File: src/rtl/core/muart_pkg.sv
// Shared package for the MIDI UART port interface.
// Holds the function and event codes, the fixed reply bytes and the
// controller-to-datapath command type. Depends on nothing.
`default_nettype none

package muart_pkg;

	// Input function codes.
	localparam logic [2:0] FUNC_BUS_READ  = 3'd0;
	localparam logic [2:0] FUNC_BUS_WRITE = 3'd1;
	localparam logic [2:0] FUNC_MIDI_IN   = 3'd2;
	localparam logic [2:0] FUNC_CLEAR     = 3'd3;
	localparam logic [2:0] FUNC_RESET     = 3'd4;

	// Bus port selection.
	localparam logic PORT_DATA = 1'b0;
	localparam logic PORT_CMD  = 1'b1;

	// Event codes.
	localparam logic [2:0] EV_NONE     = 3'd0;
	localparam logic [2:0] EV_MIDI_OUT = 3'd1;
	localparam logic [2:0] EV_CMD_FWD  = 3'd2;
	localparam logic [2:0] EV_READ_FWD = 3'd3;
	localparam logic [2:0] EV_STOP     = 3'd4;

	// Fixed bytes.
	localparam logic [7:0] BYTE_ACK       = 8'hFE;
	localparam logic [7:0] BYTE_IDLE      = 8'hFF;
	localparam logic [7:0] BYTE_STATUS    = 8'hBF;
	localparam logic [7:0] STATUS_RX_MASK = 8'h7F;
	localparam logic [7:0] CMD_UART_ON    = 8'h3F;
	localparam logic [7:0] CMD_UART_OFF   = 8'hFF;

	typedef struct packed {
		logic capture;
		logic exec;
	} cmd_t;

endpackage

`default_nettype wire

File: src/rtl/core/muart_ctrl.sv
// Controller of the MIDI UART port interface: a two-state sequencer.
// Depends on muart_pkg for the command type.
`default_nettype none

module muart_ctrl (
	input  wire logic          clk,
	input  wire logic          arst_n,
	input  wire logic          start,
	output logic               busy,
	output logic               done,
	output muart_pkg::cmd_t    cmd
);

	localparam logic ST_IDLE = 1'b0;
	localparam logic ST_EXEC = 1'b1;

	logic state_q;
	logic state_d;
	logic done_q;

	always_comb begin
		state_d = state_q;
		unique case (state_q)
			ST_IDLE: begin
				if (start) state_d = ST_EXEC;
			end
			ST_EXEC: begin
				state_d = ST_IDLE;
			end
			default: state_d = ST_IDLE;
		endcase
	end

	always_ff @(posedge clk or negedge arst_n) begin
		if (!arst_n) begin
			state_q <= ST_IDLE;
			done_q  <= 1'b0;
		end else begin
			state_q <= state_d;
			done_q  <= (state_q == ST_EXEC);
		end
	end

	assign busy        = (state_q == ST_EXEC);
	assign done        = done_q;
	assign cmd.capture = (state_q == ST_IDLE) && start;
	assign cmd.exec    = (state_q == ST_EXEC);

endmodule

`default_nettype wire

File: src/rtl/core/muart_dp.sv
// Datapath of the MIDI UART port interface: item registers, receive FIFO
// memory with its pointers and count, mode and interrupt flags, result registers.
// Depends on muart_pkg for codes and the command type.
`default_nettype none

module muart_dp #(
	parameter int FIFO_DEPTH = 32,
	parameter int PTR_W      = $clog2(FIFO_DEPTH),
	parameter int CNT_W      = $clog2(FIFO_DEPTH + 1)
) (
	input  wire logic             clk,
	input  wire logic             arst_n,
	input  wire muart_pkg::cmd_t  cmd,
	input  wire logic [2:0]       func,
	input  wire logic             port_offset,
	input  wire logic [7:0]       data_byte,
	output logic [7:0]            read_data,
	output logic                  irq_line,
	output logic                  irq_run,
	output logic [2:0]            event_kind,
	output logic [7:0]            event_byte,
	output logic                  uart_mode,
	output logic [CNT_W-1:0]      fifo_count
);

	localparam logic [PTR_W-1:0] PTR_LAST = PTR_W'(FIFO_DEPTH - 1);
	localparam logic [CNT_W-1:0] CNT_FULL = CNT_W'(FIFO_DEPTH);

	logic [2:0]       func_q;
	logic             port_q;
	logic [7:0]       byte_q;

	logic [7:0]       fifo_mem_q [FIFO_DEPTH];
	logic [7:0]       rdata_q;
	logic [PTR_W-1:0] rd_ptr_q, wr_ptr_q;
	logic [CNT_W-1:0] cnt_q;
	logic             uart_q, irq_q;

	logic [7:0]       read_data_q, event_byte_q;
	logic [2:0]       event_kind_q;
	logic             irq_run_q;

	logic [PTR_W-1:0] rd_ptr_d, wr_ptr_d, wr_addr;
	logic [CNT_W-1:0] cnt_d;
	logic             uart_d, irq_d, we;
	logic [7:0]       wdata, rd_d, eb_d;
	logic [2:0]       ek_d;
	logic             run_d;

	function automatic logic [PTR_W-1:0] ptr_inc(input logic [PTR_W-1:0] p);
		ptr_inc = (p == PTR_LAST) ? '0 : p + 1'b1;
	endfunction

	always_ff @(posedge clk) begin
		if (cmd.capture) begin
			func_q <= func;
			port_q <= port_offset;
			byte_q <= data_byte;
		end
	end

	// The head entry is read every cycle; the pointers do not move between
	// the accept cycle and the execute cycle.
	always_ff @(posedge clk) begin
		rdata_q <= fifo_mem_q[rd_ptr_q];
		if (cmd.exec && we) fifo_mem_q[wr_addr] <= wdata;
	end

	always_comb begin
		rd_ptr_d = rd_ptr_q;
		wr_ptr_d = wr_ptr_q;
		cnt_d    = cnt_q;
		uart_d   = uart_q;
		irq_d    = irq_q;
		we       = 1'b0;
		wr_addr  = wr_ptr_q;
		wdata    = byte_q;
		rd_d     = muart_pkg::BYTE_IDLE;
		run_d    = 1'b0;
		ek_d     = muart_pkg::EV_NONE;
		eb_d     = 8'h00;
		unique case (func_q)
			muart_pkg::FUNC_BUS_READ: begin
				if (port_q == muart_pkg::PORT_DATA) begin
					if (cnt_q != '0) begin
						rd_d     = rdata_q;
						rd_ptr_d = ptr_inc(rd_ptr_q);
						cnt_d    = cnt_q - 1'b1;
					end else begin
						rd_d = muart_pkg::BYTE_ACK;
					end
					if (!uart_q) begin
						ek_d = muart_pkg::EV_READ_FWD;
						eb_d = rd_d;
					end
					if (cnt_d == '0) irq_d = 1'b0;
					run_d = 1'b1;
				end else begin
					rd_d = (cnt_q != '0) ? (muart_pkg::BYTE_STATUS & muart_pkg::STATUS_RX_MASK)
					                     : muart_pkg::BYTE_STATUS;
				end
			end
			muart_pkg::FUNC_BUS_WRITE: begin
				if (port_q == muart_pkg::PORT_DATA) begin
					ek_d = muart_pkg::EV_MIDI_OUT;
					eb_d = byte_q;
				end else begin
					// The FIFO is emptied, so the acknowledge byte always fits.
					we       = 1'b1;
					wr_addr  = '0;
					wdata    = muart_pkg::BYTE_ACK;
					rd_ptr_d = '0;
					wr_ptr_d = ptr_inc('0);
					cnt_d    = CNT_W'(1);
					irq_d    = 1'b1;
					if (byte_q == muart_pkg::CMD_UART_ON) begin
						uart_d = 1'b1;
					end else if (byte_q == muart_pkg::CMD_UART_OFF) begin
						uart_d = 1'b0;
						ek_d   = muart_pkg::EV_STOP;
					end else begin
						ek_d = muart_pkg::EV_CMD_FWD;
						eb_d = byte_q;
					end
				end
			end
			muart_pkg::FUNC_MIDI_IN: begin
				if (cnt_q < CNT_FULL) begin
					we       = 1'b1;
					wr_ptr_d = ptr_inc(wr_ptr_q);
					cnt_d    = cnt_q + 1'b1;
					if (cnt_q == '0) irq_d = 1'b1;
				end
			end
			muart_pkg::FUNC_CLEAR: begin
				rd_ptr_d = '0;
				wr_ptr_d = '0;
				cnt_d    = '0;
			end
			muart_pkg::FUNC_RESET: begin
				irq_d  = 1'b0;
				uart_d = 1'b0;
			end
			default: begin
			end
		endcase
	end

	always_ff @(posedge clk or negedge arst_n) begin
		if (!arst_n) begin
			rd_ptr_q <= '0;
			wr_ptr_q <= '0;
			cnt_q    <= '0;
			uart_q   <= 1'b0;
			irq_q    <= 1'b0;
		end else if (cmd.exec) begin
			rd_ptr_q <= rd_ptr_d;
			wr_ptr_q <= wr_ptr_d;
			cnt_q    <= cnt_d;
			uart_q   <= uart_d;
			irq_q    <= irq_d;
		end
	end

	always_ff @(posedge clk) begin
		if (cmd.exec) begin
			read_data_q  <= rd_d;
			irq_run_q    <= run_d;
			event_kind_q <= ek_d;
			event_byte_q <= eb_d;
		end
	end

	assign read_data  = read_data_q;
	assign irq_run    = irq_run_q;
	assign event_kind = event_kind_q;
	assign event_byte = event_byte_q;
	assign irq_line   = irq_q;
	assign uart_mode  = uart_q;
	assign fifo_count = cnt_q;

endmodule

`default_nettype wire

File: src/rtl/core/midi_uart_port_interface_unit.sv
// Top level of the MIDI UART port interface: controller plus datapath.
// Depends on muart_pkg, muart_ctrl and muart_dp.
//
//  channel  | handshake        | payload
//  ---------+------------------+---------------------------------------------
//  item in  | start, busy      | func, port_offset, data_byte
//  result   | done (one cycle) | read_data, irq_line, irq_run, event_kind,
//           |                  | event_byte, uart_mode, fifo_count
//
// For each item, the accept cycle reads the FIFO head from the
// registered memory port, the execute cycle updates state, and done shows the
// result in the following cycle. busy is high only in the execute cycle, so a
// new item can be accepted while the previous result is shown. The receiver
// cannot stall. Reset clears pointers, count and flags; FIFO contents are kept.
`default_nettype none

module midi_uart_port_interface_unit #(
	parameter int FIFO_DEPTH = 32
) (
	input  wire logic                              clk,
	input  wire logic                              arst_n,
	input  wire logic                              start,
	output logic                                   busy,
	input  wire logic [2:0]                        func,
	input  wire logic                              port_offset,
	input  wire logic [7:0]                        data_byte,
	output logic                                   done,
	output logic [7:0]                             read_data,
	output logic                                   irq_line,
	output logic                                   irq_run,
	output logic [2:0]                             event_kind,
	output logic [7:0]                             event_byte,
	output logic                                   uart_mode,
	output logic [$clog2(FIFO_DEPTH + 1)-1:0]      fifo_count
);

	localparam int PTR_W = $clog2(FIFO_DEPTH);
	localparam int CNT_W = $clog2(FIFO_DEPTH + 1);

	muart_pkg::cmd_t cmd;

	muart_ctrl u_ctrl (
		.clk    (clk),
		.arst_n (arst_n),
		.start  (start),
		.busy   (busy),
		.done   (done),
		.cmd    (cmd)
	);

	muart_dp #(
		.FIFO_DEPTH (FIFO_DEPTH),
		.PTR_W      (PTR_W),
		.CNT_W      (CNT_W)
	) u_dp (
		.clk         (clk),
		.arst_n      (arst_n),
		.cmd         (cmd),
		.func        (func),
		.port_offset (port_offset),
		.data_byte   (data_byte),
		.read_data   (read_data),
		.irq_line    (irq_line),
		.irq_run     (irq_run),
		.event_kind  (event_kind),
		.event_byte  (event_byte),
		.uart_mode   (uart_mode),
		.fifo_count  (fifo_count)
	);

	a_done_after_exec: assert property (@(posedge clk) disable iff (!arst_n)
		done |-> $past(busy))
		else $error("result strobe without an execute cycle");

	a_exec_one_cycle: assert property (@(posedge clk) disable iff (!arst_n)
		busy |=> !busy)
		else $error("execute state held longer than one cycle");

	a_count_bound: assert property (@(posedge clk) disable iff (!arst_n)
		fifo_count <= CNT_W'(FIFO_DEPTH))
		else $error("FIFO count above depth");

	a_run_event: assert property (@(posedge clk) disable iff (!arst_n)
		(done && irq_run) |-> (event_kind == muart_pkg::EV_NONE ||
		                       event_kind == muart_pkg::EV_READ_FWD))
		else $error("data read with a foreign event");

	a_empty_no_irq_on_read: assert property (@(posedge clk) disable iff (!arst_n)
		(done && irq_run && fifo_count == '0) |-> !irq_line)
		else $error("interrupt still raised after a read emptied the FIFO");

endmodule

`default_nettype wire
File: config.mk
export PLATFORM = sky130hd
export DESIGN_NAME = midi_uart_port_interface_unit
export DESIGN_NICKNAME = d
export VERILOG_FILES = /design/src/rtl/core/muart_pkg.sv /design/src/rtl/core/muart_ctrl.sv /design/src/rtl/core/muart_dp.sv /design/src/rtl/core/midi_uart_port_interface_unit.sv
export SDC_FILE = /design/constraint.sdc
export NUM_CORES = 1
export LEC_CHECK = 0
export BUFFER_PORTS_ARGS = -buffer_cell sky130_fd_sc_hd__buf_2
export CORE_MARGIN = 1
export CORE_UTILIZATION = 60
export CTS_BUF_LIST = sky130_fd_sc_hd__clkbuf_16
export DETAILED_ROUTE_END_ITERATION = 16
export PLACE_DENSITY = 0.85
export SYNTH_ARGS = -nofsm -noshare
export SYNTH_HDL_FRONTEND = slang
export SYNTH_SLANG_ARGS = --single-unit
File: constraint.sdc
create_clock -name clk -period 5.6 [get_ports clk]
set_clock_uncertainty 0.15 [all_clocks]
set_input_delay 1.12 -clock clk [delete_from_list [all_inputs] [get_ports clk]]
set_output_delay 1.12 -clock clk [all_outputs]
set_load 0.005 [all_outputs]
==> summary.md, run 1 <==
| Metric | Value |
|---|---|
| Largest area contributor in the netlist | edfxtp_1 |
| Routed Antenna Nets | 0 |
| WP buf/inv | 0 |
| Worst-path clk slew | 0.07 ns |
| Worst Hold Slack | 0.3789 ns |
| Ys async rst share | 6.329% |
| Top cell family by delay on the critical path | simple AND/OR/NAND/NOR gates |
| Slowest stage delay, CP | 1.10 ns |
| First-pass GRT wire length | 46,510 um |
| Ant diodes | 0 |
| Nets | 773 |
| Ys Warns | 0 |
| Overflow after GRT | 0 |
| Finished Core Util | 67.44% |
| 1st-iter DRT viols | 1,050 |
| Worst skew pair latency | 0.56 ns |
| Crit-path max FO | 32 |
| Multi-input gate area | 3293 um2 |
| RSZ-0062 raised after global routing | no |
| PD cells | 402.9 nW/um2 |
| Post-route cell area | 14,180 um2 |
| CP arrival | 3.82 ns |
| Share of post-route cells with drive strength above 1 | 25.32% |
| Worst slew pin tran | 1.264 ns |
| Post-synth EDFFs | 288 |
| Residual DRC | 0 |
| Peak Freq | 265.1 MHz |
| Min Tclk post-route | 3.772 ns |
| Fin Setup TNS | 0 ns |
| WL met3 | 3597 um |
| Ports | 45 |
| Gr usage total | 29.36% |
| Nature of the critical path startpoint | flip-flop |
| FF+latch count, synth | 316 |
| Root buf cell | clkbuf_16 |
| Peak supply drop | 280.4 uV |
| Final setup violation count | 0 |
| Crit. End Element | flip-flop |
| Leak | 4.517 nW |
| Initial core utilization | 61.34% |
| Reg-to-reg slack, setup | 1.83 ns |
| Antenna violations before repair | 1 |
| Die Wd | 148.6 um |
| Max Used Layer | met5 |
| Largest cells by area after synthesis | edfxtp_1, mux4_2, dfrtp_1, o22ai_1, nor2_1 |
| Largest net degree at the start of global routing | 68 |
| Avg Vias per Cell | 7.022 |
| Chip Height | 148.6 um |
| Cells along the critical path | nand2b_1 > a21oi_2 > nand4b_2 > nor2_1 |
| Placed instance area | 13,230 um2 |
| Syn Nets | 735 |
| Average cell area after synthesis | 18.09 um2 |
| Wire length on met2 | 15,230 um |
| Hold_buf cts | 0 |
| Yosys cell types | 72 |
| Core area | 21,020 um2 |
| Max Cap Viol | 0 |
| Final hold violations | 0 |
| Max-slew violations | 0 |
| Die ar. | 22,080 um2 |
| CTS H-tree lvls | 1 |
| Slowest cell on crit path | dfrtp_1 |
| Clk sinks | 316 |
| Setup bufs post-CTS | 0 |
| Area Growth Syn to Fin | 9.936% |
| Min-Delay Path Class | in2async |
| Worst EP required | 5.65 ns |
| Number of I/O port buffers | 44 |
| Met1 WL | 10,700 um |
| Routed vias | 7,366 |
| Synthesized instance count | 713 |
| Max-slew headroom | 15.59% |
| Fin crit share | 67.35% |
| PostCTS Resize Cnt | 0 |
| Syn Std Cell Area | 12,890 um2 |
| CTS Buffer Depth | 3 |
| Share of the synthesized area in the top cell type | 67.07% |
| Routed wire length | 31,030 um |
| Final RePlAce weighted congestion | 0.9478 |
| Sequential fraction of the synthesis area | 72.19% |
| Wire length per cell | 29.58 um |
| Vias in the first global route | 7,210 |
| Main synth FF type | edfxtp_1 |
| Outcome | completed |
| DP HPWL | 18,430 um |
| First-pass detailed-route iteration total | 7 |
| Row count | 53 |
| CTS tree | yes |
| Crit Path Class | reg2reg |
| Total CTS buffers | 29 |
| FF/Latch Area | 9314 um2 |
| # fillers | 1,223 |
## worst register-to-register path: cells and delay by family, from the launching register on
family / cells / cell delay [ns]
simple gates: 3 / 1.87
compound gates: 1 / 0.30
flops: 1 / 1.10
## cell families after synthesis
| logic type | synth area share [%] |
|---|---|
| simple gates | 7.539 |
| compound gates | 5.696 |
| xor+xnor | 0.06793 |
| flops | 72.19 |
| buf+inv | 2.329 |
| mux | 11.50 |
| fa+ha+maj | 0.6792 |
## per-stage QoR
stage / power, W / setup WS (ns) / instances
2_1_floorplan: 0.003558 / 2.975 / 713
3_3_place_gp: 0.003720 / 2.216 / 995
3_5_place_dp: 0.003765 / 1.945 / 995
4_1_cts: 0.005705 / 1.899 / 1049
5_1_grt: 0.005869 / 1.614 / 1049
6_report: 0.005712 / 1.828 / 1049
## layer usage
metal  vias to the layer above  track usage (%)
li1                       2976                -
met1                      3666            38.98
met2                       614            48.04
met3                       108            4.969
met4                         2            13.45
met5                         -                0
## report_power, final
group          leakage, nW  switching, W  internal, W
logic                 1.14      0.000512     0.000436
registers             2.90      0.000143      0.00266
clock network        0.472      0.000870      0.00109
## cells in the mapped netlist (all sizes together), types with 9 or more instances
cell	count
clkbuf	12
or2	12
o22ai	36
nor2b	10
nor4	9
nor3	12
nand2	18
nand3	17
o21ai	10
edfxtp	288
buf	28
dfrtp	20
nor2	52
mux4	64
inv	9
o2bb2ai	9
## worst paths after layout
check / startpoint / to / depth (start not counted)
max: u_ctrl.busy$_DFF_PN0_ / u_dp.fifo_mem_q[1][3]$_DFFE_PP_ / 4
min: arst_n / u_ctrl.done$_DFF_PN0_ / 1
max reg2reg: u_ctrl.busy$_DFF_PN0_ / u_dp.fifo_mem_q[1][3]$_DFFE_PP_ / 4
min reg2reg: u_dp.rdata_q[2]$_DFF_P_ / u_dp.read_data[2]$_SDFFCE_PP1P_ / 1
max in group asynchronous: arst_n / u_dp.rd_ptr_q[0]$_DFFE_PN0P_ / 1
min in group clk: u_dp.rdata_q[2]$_DFF_P_ / u_dp.read_data[2]$_SDFFCE_PP1P_ / 1
## registers in the layout, summed over array words and instances, names as in the netlist
name,count
u_dp.fifo_mem_q,256
u_dp.byte_q,8
u_dp.event_byte,8
u_dp.rdata_q,8
u_dp.read_data,8
u_dp.fifo_count,6
u_dp.rd_ptr_q,5
u_dp.wr_ptr_q,5
u_dp.event_kind,3
u_dp.func_q,3
u_ctrl.busy,1
u_ctrl.done,1
u_dp.irq_line,1
u_dp.irq_run,1
u_dp.port_q,1
u_dp.uart_mode,1
## cells in the final DEF, fill, tap and decap left out, types with 11 or more instances in the layout
cell type,instances
clkbuf_16,29
buf_2,44
dfrtp_1,18
nor3_1,12
nor2_1,51
nand3_1,17
o22ai_1,36
edfxtp_1,288
mux4_2,64
inv_1,11
nand2_1,18
or2_2,12
## layout make-up
cell class | instances | area share (%)
repair buffers | 47 | 1.712
multi-input cells | 348 | 23.23
well taps | 275 | 2.427
clock buffers | 29 | 5.119
inverters | 9 | 0.2383
clock inverters | 25 | 1.571
flip-flops and latches | 316 | 65.70
No activity file was read; power rests on OpenSTA's default activity.
==> run 2, diff against run 1 <==
--- a/config.mk
+++ b/config.mk
@@ -5,6 +5,7 @@
 export SDC_FILE = /design/constraint.sdc
 export NUM_CORES = 1
 export LEC_CHECK = 0
+export ABC_AREA = 1
 export BUFFER_PORTS_ARGS = -buffer_cell sky130_fd_sc_hd__buf_2
 export CORE_MARGIN = 1
 export CORE_UTILIZATION = 60
==> constraint.sdc (replaced) <==
create_clock -name clk -period 3.9 [get_ports clk]
set_clock_uncertainty 0.15 [all_clocks]
set_input_delay 0.78 -clock clk [delete_from_list [all_inputs] [get_ports clk]]
set_output_delay 0.78 -clock clk [all_outputs]
set_load 0.005 [all_outputs]
==> summary.md, run 2 <==
| Metric | Value |
|---|---|
| Max reg flops | 256 (unchanged) |
| Routed vias | 8,903 (was 7,366) |
| Worst-path clk slew | 0.07 ns (about the same) |
| First-pass GRT wire length | 46,970 um (was 46,510 um) |
| Nets | 1,158 (was 773) |
| Gr usage total | 28.56% (was 29.36%) |
| Syn Std Cell Area | 13,020 um2 (was 12,890 um2) |
| Crit Path Class | reg2reg (unchanged) |
| Largest area contributor in the netlist | edfxtp_1 (unchanged) |
| Share of the synthesized area in the top cell type | 66.40% (was 67.07%) |
| Ant diodes | 0 (unchanged) |
| Sequential fraction of the synthesis area | 71.48% (was 72.19%) |
| Syn Nets | 1,115 (was 735) |
| Setup bufs post-CTS | 0 (unchanged) |
| Hold_buf cts | 0 (unchanged) |
| Total CTS buffers | 30 (was 29) |
| Multi-input gate area | 3329 um2 (was 3293 um2) |
| Finished Core Util | 68.50% (was 67.44%) |
| Post-Place Cells | 1,379 (was 995) |
| Worst slew pin tran | 1.300 ns (was 1.264 ns) |
| Clk sinks | 316 (unchanged) |
| Crit-path max FO | 13 (was 32) |
| Worst EP required | 3.93 ns (was 5.65 ns) |
| Reg-to-reg slack, setup | 0.98 ns (was 1.83 ns) |
| Overflow after GRT | 0 (unchanged) |
| Root buf cell | clkbuf_16 (unchanged) |
| Largest Register | u_dp.fifo_mem_q (unchanged) |
| Worst skew pair latency | 0.55 ns (was 0.56 ns) |
| Largest net degree at the start of global routing | 65 (was 68) |
| Commonest non-fill, non-tap cell in the layout | edfxtp_1 (unchanged) |
| CTS Buffer Depth | 3 (unchanged) |
| Routed Antenna Nets | 0 (unchanged) |
| Number of I/O port buffers | 44 (unchanged) |
| Wire length per cell | 21.85 um (was 29.58 um) |
| Ports | 45 (unchanged) |
| Core area | 21,150 um2 (was 21,020 um2) |
| Share of post-route cells with drive strength above 1 | 11.83% (was 25.32%) |
| Area Growth Syn to Fin | 11.27% (was 9.936%) |
| Peak Freq | 342.0 MHz (was 265.1 MHz) |
| Peak supply drop | 391.8 uV (was 280.4 uV) |
| Nature of the critical path startpoint | flip-flop (unchanged) |
| Most frequent cells in the layout | edfxtp_1, nand2_1, nor2_1, o21ai_0, buf_2 (was edfxtp_1, mux4_2, nor2_1, buf_2, o22ai_1) |
| Critical R2R Launch | u_dp.func_q[2]$_DFFE_PP_ (was u_ctrl.busy$_DFF_PN0_) |
| Leak | 5.224 nW (was 4.517 nW) |
| Ys Warns | 0 (unchanged) |
| Synthesized instance count | 1,093 (was 713) |
| CP arrival | 2.95 ns (was 3.82 ns) |
| Average cell area after synthesis | 11.92 um2 (was 18.09 um2) |
| Synth cell count leaders | edfxtp_1, nand2_1, nor2_1 (was edfxtp_1, mux4_2, nor2_1) |
| CTS H-tree lvls | 1 (unchanged) |
| Max Cap Viol | 0 (unchanged) |
| Min Tclk post-route | 2.924 ns (was 3.772 ns) |
| Routed wire length | 31,320 um (was 31,030 um) |
| Pwr Total | 0.009013 W (was 0.005712 W) |
| FF+latch count, synth | 316 (unchanged) |
| RR Endpoint | u_dp.fifo_mem_q[0][2]$_DFFE_PP_ (was u_dp.fifo_mem_q[1][3]$_DFFE_PP_) |
| Yosys cell types | 32 (was 72) |
| Ys async rst share | 6.329% (unchanged) |
| Largest cells by area after synthesis | edfxtp_1, nand2_1, nor2_1, o21ai_0, dfrtp_1 (was edfxtp_1, mux4_2, dfrtp_1, o22ai_1, nor2_1) |
| Count leader, synth | edfxtp_1 (unchanged) |
| Row count | 53 (unchanged) |
| Finished Layout Cells | 1,433 (was 1,049) |
| Final hold violations | 0 (unchanged) |
| Max-slew headroom | 13.03% (was 15.59%) |
| Max-slew violations | 0 (unchanged) |
| Final setup violation count | 0 (unchanged) |
| Fin crit share | 74.97% (was 67.35%) |
| # fillers | 1,386 (was 1,223) |
| Die Wd | 149.3 um (was 148.6 um) |
| Fin Setup TNS | 0 ns (unchanged) |
| Number of cells on the worst reg-to-reg path | 9 (was 4) |
| RSZ-0062 raised after global routing | no (unchanged) |
| Post-synth EDFFs | 288 (unchanged) |
| Vias in the first global route | 8,414 (was 7,210) |
| Worst Hold Slack | 0.03205 ns (was 0.3789 ns) |
| Crit. End Element | flip-flop (unchanged) |
| Chip Height | 149.3 um (was 148.6 um) |
| CTS tree | yes (unchanged) |
| Antenna violations before repair | 1 (unchanged) |
| 1st-iter DRT viols | 1,132 (was 1,050) |
| Residual DRC | 0 (unchanged) |
| Initial core utilization | 61.57% (was 61.34%) |
| PostCTS Resize Cnt | 0 (unchanged) |
| Avg Vias per Cell | 6.213 (was 7.022) |
| Die ar. | 22,300 um2 (was 22,080 um2) |
| FF/Latch Area | 9313 um2 (was 9314 um2) |
| Outcome | completed (unchanged) |
| Main synth FF type | edfxtp_1 (unchanged) |
| First-pass detailed-route iteration total | 5 (was 7) |
| Min-Delay Path Class | in2async (unchanged) |
| Final RePlAce weighted congestion | 0.9239 (was 0.9478) |
| PD cells | 622.0 nW/um2 (was 402.9 nW/um2) |
| DP HPWL | 19,130 um (was 18,430 um) |
==> run 2: cell count changes after synthesis, moves of 29 or more <==
| cell | delta |
|---|---|
| a21oi_1 | +37 |
| inv_1 | +32 |
| mux2i_1 | +29 |
| mux4_2 | -64 |
| nand2_1 | +192 |
| nor2_1 | +108 |
| o21ai_0 | +108 |
==> run 2: logic make-up after synthesis <==
| group | count (synthesis) | synth area share [%] |
|---|---|---|
| simple gates | 440 | 14.02 |
| flops | 316 | 71.48 |
| compound gates | 200 | 8.262 |
| buf+inv | 96 | 2.978 |
| mux | 32 | 2.459 |
| fa+ha+maj | 7 | 0.6725 |
| xor+xnor | 2 | 0.1345 |
==> run 2: area by class of cell <==
| class | instances | area share (%) |
|---|---|---|
| clock buffers | 31 | 5.353 |
| multi-input cells | 681 | 22.98 |
| repair buffers | 58 | 2.331 |
| well taps | 275 | 2.374 |
| flip-flops and latches | 316 | 64.26 |
| inverters | 49 | 1.269 |
| clock inverters | 23 | 1.433 |
==> run 2: stage by stage <==
stage | area (um2) | worst slack, ns
after floorplan | 13020 | 1.599
after global placement | 13510 | 1.189
after detailed placement | 13510 | 1.042
after CTS | 14490 | 0.9969
after global routing | 14490 | 0.7968
final | 14490 | 0.9762
==> run 2: metal layers <==
metal,vias to the layer above,global-route usage (%),wire [um]
met5,-,0,0
met4,0,12.50,1319
met3,105,5.260,3255
met2,637,45.30,14390
met1,4209,38.87,12350
li1,3952,-,-
==> run 2: critical path, cell delays in order, from the launching register on <==
cell	delay [ns]
edfxtp_1	0.45
inv_2	0.14
nand2_2	0.10
nor2_4	0.14
inv_2	0.07
nor2_4	0.16
inv_2	0.15
a21oi_4	0.30
nand2_2	0.29
nor2_1	0.60
==> run 2: power breakdown <==
part	internal [W]	switching [W]
registers	0.00383	0.000153
logic	0.000634	0.00151
clock network	0.00165	0.00125
total	0.00611	0.00290
==> run 2: worst max path at each step <==
stage	start	endpoint	slack [ns]	cells past startpoint
6_report	u_dp.func_q[2]$_DFFE_PP_	u_dp.fifo_mem_q[0][2]$_DFFE_PP_	0.98	9
2_1_floorplan	u_ctrl.busy$_DFF_PN0_	u_dp.fifo_mem_q[10][0]$_DFFE_PP_	1.60	4
5_1_grt	u_dp.func_q[2]$_DFFE_PP_	u_dp.fifo_mem_q[0][2]$_DFFE_PP_	0.80	9
4_1_cts	u_dp.func_q[2]$_DFFE_PP_	u_dp.fifo_mem_q[0][2]$_DFFE_PP_	1.0	9
3_5_place_dp	u_dp.func_q[2]$_DFFE_PP_	u_dp.fifo_mem_q[0][7]$_DFFE_PP_	1.04	9
3_3_place_gp	u_dp.func_q[2]$_DFFE_PP_	u_dp.fifo_mem_q[16][7]$_DFFE_PP_	1.19	9
==> run 3, diff against run 2 <==
==> constraint.sdc (replaced) <==
create_clock -name clk -period 2.9 [get_ports clk]
set_clock_uncertainty 0.15 [all_clocks]
set_input_delay 0.58 -clock clk [delete_from_list [all_inputs] [get_ports clk]]
set_output_delay 0.58 -clock clk [all_outputs]
set_load 0.005 [all_outputs]
==> summary.md, run 3 (synthesis gave the netlist of run 2 again) <==
| Metric | Value |
|---|---|
| PostCTS Resize Cnt | 0 (unchanged) |
| Initial core utilization | 61.57% (unchanged) |
| Wire length per cell | 21.93 um (was 21.85 um) |
| Worst EP required | 2.96 ns (was 3.93 ns) |
| Worst slew pin tran | 0.9116 ns (was 1.300 ns) |
| Max reg flops | 256 (unchanged) |
| First-pass detailed-route iteration total | 7 (was 5) |
| Post-route cell area | 14,950 um2 (was 14,490 um2) |
| Worst-path clk slew | 0.06 ns (was 0.07 ns) |
| Peak supply drop | 418.5 uV (was 391.8 uV) |
| Total CTS buffers | 34 (was 30) |
| Final hold violations | 0 (unchanged) |
| Cells along the critical path | inv_2 > nand2_2 > nor2_4 > inv_2 > nor2_4 > inv_2 > a21oi_4 > nand3_4 > nor2_1 > buf_4 (was inv_2 > nand2_2 > nor2_4 > inv_2 > nor2_4 > inv_2 > a21oi_4 > nand2_2 > nor2_1) |
| Max Cap Viol | 0 (unchanged) |
| Levels on crit path | 10 (was 9) |
| Number of cells on the worst reg-to-reg path | 10 (was 9) |
| Area Growth Syn to Fin | 14.78% (was 11.27%) |
| Avg Vias per Cell | 6.137 (was 6.213) |
| Crit-path max FO | 13 (unchanged) |
| DP HPWL | 19,650 um (was 19,130 um) |
| CTS tree | yes (unchanged) |
| Setup crit end | u_dp.fifo_mem_q[5][5]$_DFFE_PP_ (was u_dp.fifo_mem_q[0][2]$_DFFE_PP_) |
| FF/Latch Area | 9313 um2 (unchanged) |
| Multi-input gate area | 3329 um2 (unchanged) |
| Routed wire length | 32,540 um (was 31,320 um) |
| Top cell family by delay on the critical path | simple AND/OR/NAND/NOR gates (unchanged) |
| Nature of the critical path startpoint | flip-flop (unchanged) |
| Routed Antenna Nets | 0 (unchanged) |
| Row count | 53 (unchanged) |
| Leak | 5.532 nW (was 5.224 nW) |
| Pre-CTS WS | 0.3087 ns (was 1.042 ns) |
| Crit Path Class | reg2reg (unchanged) |
| Fin crit share | 92.67% (was 74.97%) |
| Placed instance area | 13,850 um2 (was 13,510 um2) |
| Slowest cell on crit path | edfxtp_1 (was nor2_1) |
| Core area | 21,150 um2 (unchanged) |
| RSZ-0062 raised after global routing | no (unchanged) |
| Max Used Layer | met4 (unchanged) |
| Most used cell, CP | inv_2 (unchanged) |
| Number of I/O port buffers | 44 (unchanged) |
| Peak Freq | 372.1 MHz (was 342.0 MHz) |
| Die ar. | 22,300 um2 (unchanged) |
| Chip Height | 149.3 um (unchanged) |
| Finished Core Util | 70.66% (was 68.50%) |
| Final setup violation count | 0 (unchanged) |
| Max-slew headroom | 39.16% (was 13.03%) |
| Crit. End Element | flip-flop (unchanged) |
| Vias in the first global route | 8,763 (was 8,414) |
| Outcome | completed (unchanged) |
| Max-slew violations | 0 (unchanged) |
| Ports | 45 (unchanged) |
| Antenna violations before repair | 0 (was 1) |
| Largest Register | u_dp.fifo_mem_q (unchanged) |
| Residual DRC | 0 (unchanged) |
| Wire length on met2 | 15,080 um (was 14,390 um) |
| Die Wd | 149.3 um (unchanged) |
| Ant diodes | 0 (unchanged) |
| Fin Setup TNS | 0 ns (unchanged) |
| WL met3 | 3688 um (was 3255 um) |
| Root buf cell | clkbuf_16 (unchanged) |
| Critical R2R Launch | u_dp.func_q[2]$_DFFE_PP_ (unchanged) |
| PD cells | 840.0 nW/um2 (was 622.0 nW/um2) |
| 1st-iter DRT viols | 1,699 (was 1,132) |
| Min-Delay Path Class | in2reg (was in2async) |
| Final RePlAce weighted congestion | 0.9860 (was 0.9239) |
| Slowest stage delay, CP | 0.45 ns (was 0.60 ns) |
| Worst skew pair latency | 0.51 ns (was 0.55 ns) |
| Setup bufs post-CTS | 0 (unchanged) |
| WP buf/inv | 4 (was 3) |
| Met1 WL | 12,460 um (was 12,350 um) |
| CTS Buffer Depth | 3 (unchanged) |
| Clk sinks | 316 (unchanged) |
| Nets | 1,205 (was 1,158) |
| CTS H-tree lvls | 2 (was 1) |
| Routed vias | 9,107 (was 8,903) |
| Worst setup startpoint | u_dp.func_q[2]$_DFFE_PP_ (unchanged) |
| RR Endpoint | u_dp.fifo_mem_q[5][5]$_DFFE_PP_ (was u_dp.fifo_mem_q[0][2]$_DFFE_PP_) |
| Gr usage total | 30.24% (was 28.56%) |
| Min Tclk post-route | 2.688 ns (was 2.924 ns) |
| Overflow after GRT | 0 (unchanged) |
| Largest net degree at the start of global routing | 71 (was 65) |
| Most frequent cells in the layout | edfxtp_1, nand2_1, nor2_1, o21ai_0, buf_4 (was edfxtp_1, nand2_1, nor2_1, o21ai_0, buf_2) |
| First-pass GRT wire length | 49,230 um (was 46,970 um) |
| Share of post-route cells with drive strength above 1 | 14.89% (was 11.83%) |
| Commonest non-fill, non-tap cell in the layout | edfxtp_1 (unchanged) |
| CP arrival | 2.75 ns (was 2.95 ns) |
| Final worst slack | 0.2125 ns (was 0.9762 ns) |
| # fillers | 1,344 (was 1,386) |
| Reg-to-reg slack, setup | 0.21 ns (was 0.98 ns) |
[run 3: layout make-up]
class,instances,area share (%)
sequential,316,62.30
multi-input combinational,681,22.27
clock buffer,37,6.194
timing repair buffer,101,4.604
tap,275,2.302
inverter,49,1.230
clock inverter,25,1.097
[run 3: where the power goes]
part	switching, W	internal, W
clock	0.00171	0.00247
sequential	0.000200	0.00515
combinational	0.00209	0.000932
total	0.00400	0.00856
[run 3: worst min path at each step]
stage                               from                         to  slack (ns)  cells after the start
3_3_place_gp   u_dp.irq_line$_DFFE_PN0P_  u_dp.irq_line$_DFFE_PN0P_        0.31                      2
3_5_place_dp   u_dp.irq_line$_DFFE_PN0P_  u_dp.irq_line$_DFFE_PN0P_        0.33                      2
5_1_grt                     data_byte[1]   u_dp.byte_q[1]$_DFFE_PP_        0.09                      1
6_report                    data_byte[0]   u_dp.byte_q[0]$_DFFE_PP_         0.1                      1
2_1_floorplan                     arst_n      u_ctrl.busy$_DFF_PN0_        0.13                      0
4_1_cts                          func[1]   u_dp.func_q[1]$_DFFE_PP_        0.09                      1
[run 3: metrics by stage]
step,hold WS (ns),total power [W],cells
4_1_cts,0.08500,0.01252,1484
3_5_place_dp,0.3317,0.008316,1421
5_1_grt,0.09325,0.01306,1484
2_1_floorplan,0.1344,0.007332,1093
3_3_place_gp,0.3133,0.008231,1421
6_report,0.09605,0.01256,1484
[run 3: repair_timing]
item	CTS	global route
hold buffers	1	0
hold endpoints to repair	20	0
setup endpoints to repair	0	0
[run 3: layer usage]
layer | global-route usage, % | vias to the layer above
met4 | 14.85 | 0
met2 | 46.67 | 666
li1 | - | 4054
met3 | 5.902 | 111
met5 | 0 | -
met1 | 41.47 | 4276
